File: config.mk
export PLATFORM = sky130hd
export DESIGN_NAME = epoch_seconds_to_calendar_unit
export DESIGN_NICKNAME = d
export VERILOG_FILES = /design/src/rtl/ecal_pkg.sv /design/src/rtl/ecal_seq.sv /design/src/rtl/ecal_dpath.sv /design/src/rtl/epoch_seconds_to_calendar_unit.sv
export SDC_FILE = /design/constraint.sdc
export NUM_CORES = 2
export LEC_CHECK = 0
export BUFFER_PORTS_ARGS = -buffer_cell sky130_fd_sc_hd__buf_2
export CORE_MARGIN = 5
export CORE_UTILIZATION = 30
export CTS_BUF_LIST = sky130_fd_sc_hd__clkbuf_4
export CTS_CLUSTER_SIZE = 14
export DETAILED_ROUTE_END_ITERATION = 8
export HOLD_SLACK_MARGIN = 0.1
export PLACE_DENSITY = 0.54
export SYNTH_ARGS = -nofsm -noshare
export SYNTH_HDL_FRONTEND = slang
export SYNTH_SLANG_ARGS = --single-unit
export TNS_END_PERCENT = 10
File: constraint.sdc
create_clock -name clock -period 7.8 [get_ports clock]
set_input_delay 0.39 -clock clock [delete_from_list [all_inputs] [get_ports clock]]
set_output_delay 0.39 -clock clock [all_outputs]
set_load 0.01 [all_outputs]
File: src/rtl/ecal_pkg.sv
// ----------------------------------------------------------------------------
// ecal_pkg: shared types for the epoch seconds to calendar unit
// Micro-op and jump-condition codes, control word, status flags, month table.
// ----------------------------------------------------------------------------
package ecal_pkg;

   localparam int StepW     = 4;
   localparam int StepCount = 2 ** StepW;

   localparam int DaysW = 16;
   localparam int YearW = 11;

   localparam logic [31:0] Recip60 = 32'h8888_8889;
   localparam logic [31:0] Recip24 = 32'hAAAA_AAAB;
   localparam logic [31:0] SecPerMin = 32'd60;
   localparam logic [31:0] HourPerDay = 32'd24;

   localparam logic [YearW-1:0] EpochYear = 11'd1970;
   localparam logic [YearW-1:0] BaseYear  = 11'd2000;
   localparam logic [DaysW-1:0] DaysLeap  = 16'd366;
   localparam logic [DaysW-1:0] DaysNorm  = 16'd365;

   typedef logic [StepW-1:0] step_type;

   typedef enum logic [3:0] {
      OP_NONE,
      OP_LOAD,
      OP_MUL60,
      OP_MUL24,
      OP_SEC,
      OP_MIN,
      OP_HOUR,
      OP_YEAR,
      OP_MONTH,
      OP_EMIT
   } op_type;

   typedef enum logic [2:0] {
      COND_NEXT,
      COND_ALWAYS,
      COND_NO_REQ,
      COND_YEAR_MORE,
      COND_MONTH_MORE,
      COND_OUT_BUSY
   } cond_type;

   typedef struct packed {
      op_type   op;
      cond_type cond;
      step_type target;
   } ctl_type;

   typedef struct packed {
      logic no_req;
      logic year_more;
      logic month_more;
      logic out_busy;
   } status_type;

   function automatic logic [4:0] month_len(input logic leap, input logic [3:0] mon);
      logic [4:0] len;
      case (mon)
         4'd1:    len = leap ? 5'd29 : 5'd28;
         4'd3:    len = 5'd30;
         4'd5:    len = 5'd30;
         4'd8:    len = 5'd30;
         4'd10:   len = 5'd30;
         default: len = 5'd31;
      endcase
      return len;
   endfunction

endpackage

File: src/rtl/ecal_seq.sv
// ----------------------------------------------------------------------------
// ecal_seq: microcode sequencer
// Step counter over a read-only program; one control word per step,
// conditional jumps on datapath status.
// ----------------------------------------------------------------------------
module ecal_seq
   import ecal_pkg::*;
(
   input  logic       clock,
   input  logic       reset,
   input  status_type status,
   output ctl_type    ctl,
   output logic       idle
);

   localparam step_type StepIdle  = 4'd0;
   localparam step_type StepYear  = 4'd7;
   localparam step_type StepMonth = 4'd8;
   localparam step_type StepEmit  = 4'd9;

   localparam ctl_type Program [StepCount] = '{
      '{OP_LOAD,  COND_NO_REQ,     StepIdle},
      '{OP_MUL60, COND_NEXT,       StepIdle},
      '{OP_SEC,   COND_NEXT,       StepIdle},
      '{OP_MUL60, COND_NEXT,       StepIdle},
      '{OP_MIN,   COND_NEXT,       StepIdle},
      '{OP_MUL24, COND_NEXT,       StepIdle},
      '{OP_HOUR,  COND_NEXT,       StepIdle},
      '{OP_YEAR,  COND_YEAR_MORE,  StepYear},
      '{OP_MONTH, COND_MONTH_MORE, StepMonth},
      '{OP_EMIT,  COND_OUT_BUSY,   StepEmit},
      '{OP_NONE,  COND_ALWAYS,     StepIdle},
      '{OP_NONE,  COND_ALWAYS,     StepIdle},
      '{OP_NONE,  COND_ALWAYS,     StepIdle},
      '{OP_NONE,  COND_ALWAYS,     StepIdle},
      '{OP_NONE,  COND_ALWAYS,     StepIdle},
      '{OP_NONE,  COND_ALWAYS,     StepIdle}
   };

   step_type pc_ff, pc_in;
   logic     jump;

   assign ctl  = Program[pc_ff];
   assign idle = (pc_ff == StepIdle);

   always_comb begin
      case (ctl.cond)
         COND_NEXT:       jump = 1'b0;
         COND_ALWAYS:     jump = 1'b1;
         COND_NO_REQ:     jump = status.no_req;
         COND_YEAR_MORE:  jump = status.year_more;
         COND_MONTH_MORE: jump = status.month_more;
         COND_OUT_BUSY:   jump = status.out_busy;
         default:         jump = 1'b1;
      endcase
      pc_in = jump ? ctl.target : pc_ff + 4'd1;
   end

   always_ff @(posedge clock) begin
      if (reset) begin
         pc_ff <= StepIdle;
      end else begin
         pc_ff <= pc_in;
      end
   end

endmodule

File: src/rtl/ecal_dpath.sv
// ----------------------------------------------------------------------------
// ecal_dpath: conversion datapath
// Reciprocal multiplier for the time-of-day split, year and month
// subtractors with leap tracking, and the result register.
// ----------------------------------------------------------------------------
module ecal_dpath
   import ecal_pkg::*;
(
   input  logic        clock,
   input  logic        reset,
   input  ctl_type     ctl,
   input  logic        req_valid,
   input  logic [31:0] req_epoch_seconds,
   output status_type  status,
   output logic        rsp_valid,
   input  logic        rsp_stall,
   output logic [5:0]  rsp_second,
   output logic [5:0]  rsp_minute,
   output logic [4:0]  rsp_hour,
   output logic [4:0]  rsp_day_of_month,
   output logic [3:0]  rsp_month,
   output logic [7:0]  rsp_year_two_digit
);

   logic [31:0]      t_ff;
   logic [63:0]      prod_ff;
   logic [5:0]       sec_ff, min_ff;
   logic [4:0]       hour_ff;
   logic [DaysW-1:0] days_ff;
   logic [YearW-1:0] year_ff;
   logic [1:0]       ymod4_ff;
   logic [6:0]       ymod100_ff;
   logic [8:0]       ymod400_ff;
   logic [3:0]       mon_ff;
   logic             rsp_valid_ff;
   logic [5:0]       rsp_second_ff;
   logic [5:0]       rsp_minute_ff;
   logic [4:0]       rsp_hour_ff;
   logic [4:0]       rsp_day_of_month_ff;
   logic [3:0]       rsp_month_ff;
   logic [7:0]       rsp_year_two_digit_ff;

   logic [31:0]      q60, q24, r60, r24;
   logic             leap;
   logic [DaysW-1:0] year_len, mon_len;
   logic [YearW-1:0] year_off;
   logic [DaysW-1:0] day_next;

   assign q60 = {5'd0, prod_ff[63:37]};
   assign q24 = {4'd0, prod_ff[63:36]};
   assign r60 = t_ff - q60 * SecPerMin;
   assign r24 = t_ff - q24 * HourPerDay;

   assign leap     = ((ymod4_ff == 2'd0) && (ymod100_ff != 7'd0)) || (ymod400_ff == 9'd0);
   assign year_len = leap ? DaysLeap : DaysNorm;
   assign mon_len  = {11'd0, month_len(leap, mon_ff)};
   assign year_off = year_ff - BaseYear;
   assign day_next = days_ff + 16'd1;

   assign status.no_req     = !req_valid;
   assign status.year_more  = (days_ff >= year_len);
   assign status.month_more = (days_ff >= mon_len);
   assign status.out_busy   = rsp_valid_ff && rsp_stall;

   always_ff @(posedge clock) begin
      case (ctl.op)
         OP_LOAD: begin
            if (req_valid) begin
               t_ff       <= req_epoch_seconds;
               year_ff    <= EpochYear;
               ymod4_ff   <= 2'd2;
               ymod100_ff <= 7'd70;
               ymod400_ff <= 9'd370;
               mon_ff     <= 4'd0;
            end
         end
         OP_MUL60: prod_ff <= t_ff * Recip60;
         OP_MUL24: prod_ff <= t_ff * Recip24;
         OP_SEC: begin
            sec_ff <= r60[5:0];
            t_ff   <= q60;
         end
         OP_MIN: begin
            min_ff <= r60[5:0];
            t_ff   <= q60;
         end
         OP_HOUR: begin
            hour_ff <= r24[4:0];
            days_ff <= q24[DaysW-1:0];
         end
         OP_YEAR: begin
            if (status.year_more) begin
               days_ff    <= days_ff - year_len;
               year_ff    <= year_ff + 11'd1;
               ymod4_ff   <= ymod4_ff + 2'd1;
               ymod100_ff <= (ymod100_ff == 7'd99) ? 7'd0 : ymod100_ff + 7'd1;
               ymod400_ff <= (ymod400_ff == 9'd399) ? 9'd0 : ymod400_ff + 9'd1;
            end
         end
         OP_MONTH: begin
            if (status.month_more) begin
               days_ff <= days_ff - mon_len;
               mon_ff  <= mon_ff + 4'd1;
            end
         end
         OP_EMIT: begin
            if (!status.out_busy) begin
               rsp_second_ff         <= sec_ff;
               rsp_minute_ff         <= min_ff;
               rsp_hour_ff           <= hour_ff;
               rsp_day_of_month_ff   <= day_next[4:0];
               rsp_month_ff          <= mon_ff + 4'd1;
               rsp_year_two_digit_ff <= year_off[7:0];
            end
         end
         default: begin
         end
      endcase
   end

   always_ff @(posedge clock) begin
      if (reset) begin
         rsp_valid_ff <= 1'b0;
      end else if ((ctl.op == OP_EMIT) && !status.out_busy) begin
         rsp_valid_ff <= 1'b1;
      end else if (!rsp_stall) begin
         rsp_valid_ff <= 1'b0;
      end
   end

   assign rsp_valid          = rsp_valid_ff;
   assign rsp_second         = rsp_second_ff;
   assign rsp_minute         = rsp_minute_ff;
   assign rsp_hour           = rsp_hour_ff;
   assign rsp_day_of_month   = rsp_day_of_month_ff;
   assign rsp_month          = rsp_month_ff;
   assign rsp_year_two_digit = rsp_year_two_digit_ff;

endmodule

File: src/rtl/epoch_seconds_to_calendar_unit.sv
// Steps: load, split off seconds, minutes and hours by reciprocal multiply,
// then subtract one year per cycle from 1970 (up to 136 whole years) and one
// month per cycle (up to 11), then emit. Throughput: one conversion at a time;
// the next input is taken only once the step counter is back at idle.
// A waiting result does not hold off the next input until it must be replaced.
// Reset clears the step counter and the result valid; no clearing pass.
// ----------------------------------------------------------------------------
// epoch_seconds_to_calendar_unit: epoch seconds to calendar date and time
// Microcoded sequencer driving a multiply/subtract datapath that splits a
// 32-bit seconds count into time of day, year, month and day of month.
// ----------------------------------------------------------------------------
module epoch_seconds_to_calendar_unit
   import ecal_pkg::*;
(
   input  logic        clock,
   input  logic        reset,
   input  logic        req_valid,
   output logic        req_stall,
   input  logic [31:0] req_epoch_seconds,
   output logic        rsp_valid,
   input  logic        rsp_stall,
   output logic [5:0]  rsp_second,
   output logic [5:0]  rsp_minute,
   output logic [4:0]  rsp_hour,
   output logic [4:0]  rsp_day_of_month,
   output logic [3:0]  rsp_month,
   output logic [7:0]  rsp_year_two_digit
);

   ctl_type    ctl;
   status_type status;
   logic       idle;

   assign req_stall = !idle;

   ecal_seq u_seq (
      .clock  (clock),
      .reset  (reset),
      .status (status),
      .ctl    (ctl),
      .idle   (idle)
   );

   ecal_dpath u_dpath (
      .clock              (clock),
      .reset              (reset),
      .ctl                (ctl),
      .req_valid          (req_valid),
      .req_epoch_seconds  (req_epoch_seconds),
      .status             (status),
      .rsp_valid          (rsp_valid),
      .rsp_stall          (rsp_stall),
      .rsp_second         (rsp_second),
      .rsp_minute         (rsp_minute),
      .rsp_hour           (rsp_hour),
      .rsp_day_of_month   (rsp_day_of_month),
      .rsp_month          (rsp_month),
      .rsp_year_two_digit (rsp_year_two_digit)
   );

endmodule

==> run summary <==
The total clock sinks came out at 162. Entering global routing, the biggest net connects 53 pins. A synthesized cell averages 10.37 sq um. The worst register-to-register path ends at u_dpath.prod_ff[52]$_DFFE_PP_. The count of synthesis-stage warnings from yosys is 0. Clock-pin slew was measured on the worst setup and hold paths at 180 ps. The maximum root-to-sink buffer count came out at 2. In the final layout, the share of cells above drive strength 1 is 9.869%.

Summing the areas of all xor and xnor instances in the mapped netlist gives 2.963% of the synthesized area. Across the run, the number of max-cap violations was 0. The instance count along the most critical hold path came out at 2. The number of nets in the layout is 4,675. The number of DRC markers after the initial detailed-route iteration is 1,415. The die outline width is 342.2 microns. The die height came out at 342.2 microns. The critical register-to-register path startpoint is u_dpath.t_ff[2]$_DFFE_PP_. The adder-cell share of the synthesized area came out at 57.63%.

The overall routed net length came out at 99,830 microns. The root cell of the clock tree is sky130_fd_sc_hd__clkbuf_4. The count of pins over their slew limit is 0. The final weighted congestion in routability-driven placement came out at 0.9344. STA classifies the critical path startpoint as a register. Summing all flip-flop and latch instances after layout gives 4815 sq um. The compound-cell area share of the yosys netlist is 7.214%. The TritonCTS clock tree is done. The number of buffers inserted by port buffering is 71. The number of clock buffers inserted by TritonCTS came out at 17. The combined global-route utilization of all metal layers came out at 17.30%. The largest clock skew in the final design is 50.82 ps. For this run the aggregate overflow at the end of global routing stands at 0.

Leaving out fill and tap cells, the most frequent cell in the layout is sky130_fd_sc_hd__inv_1. The initial antenna violation count came to 2. The summed instance area of the synthesized netlist is 33,110 sq um. The worst hold slack is 213.0 ps.

The sequential share of the synthesized area came out at 14.54%. Ranked by total cell area, the synthesized netlist is headed by sky130_fd_sc_hd__fa_1, sky130_fd_sc_hd__ha_1, sky130_fd_sc_hd__edfxtp_1. The maximum net fanout on the critical path is 6. The number of global-route vias before repair came to 24,227. Setup repair after global routing could not meet its margin everywhere. The worst slew slack as a fraction of its limit is 25.25%.

Leaving out fill and tap cells, the most frequent cells in the layout are sky130_fd_sc_hd__inv_1, sky130_fd_sc_hd__ha_1, sky130_fd_sc_hd__fa_1, sky130_fd_sc_hd__edfxtp_1, sky130_fd_sc_hd__buf_4. The floorplan row count came out at 121. The floorplan step defined a die boundary enclosing 117,100 sq um. The number of enable-type register cells in the synthesized netlist came out at 157. In this run, synthesis produced a sequential element count of 162. The critical path class is register to register.

Yosys mapped the design onto 77 distinct sky130hd cell types. The total number of vias came out at 23,084. For this run, design rule violations remaining after detail routing come to 0. The number of endpoints with negative hold slack in the final report was 0. The half-perimeter wire length after detailed placement is 87,820 microns. The wire length of the first global-routing pass came out at 151,100 microns. In the synthesized netlist the dominant register cell turns out to be sky130_fd_sc_hd__edfxtp_1.

Before antenna repair, the detailed router went through 5 iterations. For the worst setup path, the data required time is 8320 ps. The run finished with clean final reports. Summed over all instances, the cell type with the most area after synthesis is sky130_fd_sc_hd__fa_1.

For the worst flop-to-flop path, the logic depth is 27. For this configuration, the core starts out at a cell density of 30.29%. The combined area of the multi-input logic cells came out at 25,100 sq um. The signal arrival time at the worst endpoint is 8160 ps. The maximum clock frequency came out at 130.9 MHz. The average routed wire per standard cell came out at 20.27 microns.

The core area is 109,300 sq um. The area share of the largest cell type after synthesis came out at 32.05%. The share of the cycle needed by the critical path after routing is 97.94%. The endpoint class of the critical path is a register. The path class of the tightest hold or removal check is input pin to register.

The net count after synthesis came out at 4,437. In this run the register-to-register setup slack is 160 ps. In this run the most critical hold path is launched from rsp_stall.

The CTS H-tree depth is 4. The final setup violation count is 0. After synthesis, the largest family of logic cells by area is adder cells. Once detail routing completed, the nets flagged for antenna violations numbered 0. The vias per cell is 4.687. The number of filler cells placed in the layout came out at 11,313.

The synthesis-to-finish area growth is 12.21%. The async set-reset flop share out of synthesis is 0%. The transition at the pin with the smallest max-transition slack is 1119 ps. Pin placement for this block handled 72 I/O pins. The insertion delay of the later-clocked pin in the worst-skew pair came out at 780 ps. The mux contribution to synthesized area is 1.289%.

The clock period minus final worst setup slack is 7639 ps. The worst hold path terminates at u_dpath.rsp_month[1]$_DFFE_PP_. The area fraction in and, or, nand and nor cells after synthesis came out at 6.107%. The count of mapped cells out of synthesis is 3,194.
## critical path: stages (launching register included)
cell and delay, ps:
sky130_fd_sc_hd__edfxtp_1 460, sky130_fd_sc_hd__buf_4 200, sky130_fd_sc_hd__ha_1 280, sky130_fd_sc_hd__xor2_1 210, sky130_fd_sc_hd__ha_1 330, sky130_fd_sc_hd__inv_1 70, sky130_fd_sc_hd__fa_1 510, sky130_fd_sc_hd__inv_1 60
sky130_fd_sc_hd__fa_1 630, sky130_fd_sc_hd__fa_1 490, sky130_fd_sc_hd__fa_1 480, sky130_fd_sc_hd__fa_1 490, sky130_fd_sc_hd__inv_1 50, sky130_fd_sc_hd__fa_1 480, sky130_fd_sc_hd__inv_1 40, sky130_fd_sc_hd__ha_1 300
sky130_fd_sc_hd__nand3_2 150, sky130_fd_sc_hd__nor3_4 270, sky130_fd_sc_hd__nand3_1 180, sky130_fd_sc_hd__nor4_2 360, sky130_fd_sc_hd__a211oi_2 110, sky130_fd_sc_hd__buf_4 180, sky130_fd_sc_hd__a41oi_4 270, sky130_fd_sc_hd__a41oi_2 190
sky130_fd_sc_hd__buf_4 180, sky130_fd_sc_hd__o31ai_2 200, sky130_fd_sc_hd__xnor2_1 150, sky130_fd_sc_hd__o21ai_1 70
## metal layers
metal / up-vias / track usage (%) / wire (microns)
li1: 10762 / - / -
met1: 11628 / 23.34 / 44060
met2: 564 / 29.53 / 48130
met3: 130 / 1.647 / 4291
met4: 0 / 5.154 / 3344
met5: - / 0 / 0
## area by class of cell
type | count | area share, %
Antenna cell | 4 | 0.02694
Multi-Input combinational cell | 2128 | 67.55
Inverter | 875 | 8.841
Clock buffer | 17 | 0.3435
Tap cell | 1476 | 4.971
Timing Repair Buffer | 248 | 4.762
Sequential cell | 162 | 12.96
Clock inverter | 15 | 0.5422
## state kept, by name (all words and copies together), names as in the netlist, 2 cells and up
register	cells
u_dpath.days_ff	16
u_dpath.hour_ff	5
u_dpath.min_ff	6
u_dpath.mon_ff	4
u_dpath.prod_ff	28
u_dpath.rsp_day_of_month	5
u_dpath.rsp_hour	5
u_dpath.rsp_minute	6
u_dpath.rsp_month	4
u_dpath.rsp_second	6
u_dpath.rsp_year_two_digit	8
u_dpath.sec_ff	6
u_dpath.t_ff	32
u_dpath.year_ff	8
u_dpath.ymod100_ff	7
u_dpath.ymod400_ff	9
u_dpath.ymod4_ff	2
u_seq.pc_ff	4
## how the worst max path moves through the flow
stage                                from                       endpoint  slack [ps]  cells after the start
2_1_floorplan  u_dpath.t_ff[12]$_DFFE_PP_  u_dpath.prod_ff[63]$_DFFE_PP_         650                     25
3_3_place_gp    u_dpath.t_ff[7]$_DFFE_PP_  u_dpath.prod_ff[42]$_DFFE_PP_        -140                     25
3_5_place_dp    u_dpath.t_ff[7]$_DFFE_PP_  u_dpath.prod_ff[42]$_DFFE_PP_        -220                     25
4_1_cts         u_dpath.t_ff[3]$_DFFE_PP_  u_dpath.prod_ff[52]$_DFFE_PP_          20                     25
5_1_grt        u_dpath.t_ff[21]$_DFFE_PP_  u_dpath.prod_ff[52]$_DFFE_PP_         -70                     26
6_report        u_dpath.t_ff[2]$_DFFE_PP_  u_dpath.prod_ff[52]$_DFFE_PP_         160                     27
## synth_stat cells (all sizes together), types with 4 or more instances
library cell,n
and3,15
edfxtp,157
xor2,56
nand4b,6
ha,677
mux2i,10
nor2,97
a21oi,112
a221oi,5
nor3,18
nor2b,23
fa,530
o221ai,6
nand2,119
dfxtp,5
nand3,39
o21a,5
buf,4
nand4,18
nor4,14
or2,5
o21ai,90
a41oi,5
a221o,10
mux2,29
a31oi,6
and2,19
inv,875
a211oi,14
a22oi,5
a21o,42
o22ai,7
o21bai,11
o31ai,6
a22o,5
clkbuf,25
nand2b,23
xnor2,56
## logic make-up after synthesis
| kind of cell | after synthesis |
|---|---|
| AO/OA/AOI/OAI | 359 |
| buffers and inverters | 904 |
| adder cells (fa/ha/maj) | 1207 |
| AND/OR/NAND/NOR | 411 |
| flip-flops | 162 |
| XOR/XNOR | 112 |
| multiplexers | 39 |
## what timing repair did
action / in CTS / in global routing
setup endpoints to repair: 16 / 24
buffers inserted: 1 / 10
resized for setup: 3 / 32
hold buffers: 34 / 0
endpoints found under the hold margin: 37 / 0
pin swaps: 0 / 9
## stage by stage
stage	util (%)	area [sq um]	instances	TNS [ps]	setup WS, ps
finish	33.99	37150	4925	0	161.0
global route	33.99	37150	4924	-275.8	-68.81
CTS	33.77	36910	4911	0	18.96
detailed placement	33.14	36220	4844	-1003	-219.6
global placement	33.14	36220	4844	-214.7	-139.3
floorplan	-	33110	3194	0	651.9
Power is not shown: default switching activity piles up to over one toggle a cycle in this logic, so the estimate is an artifact.
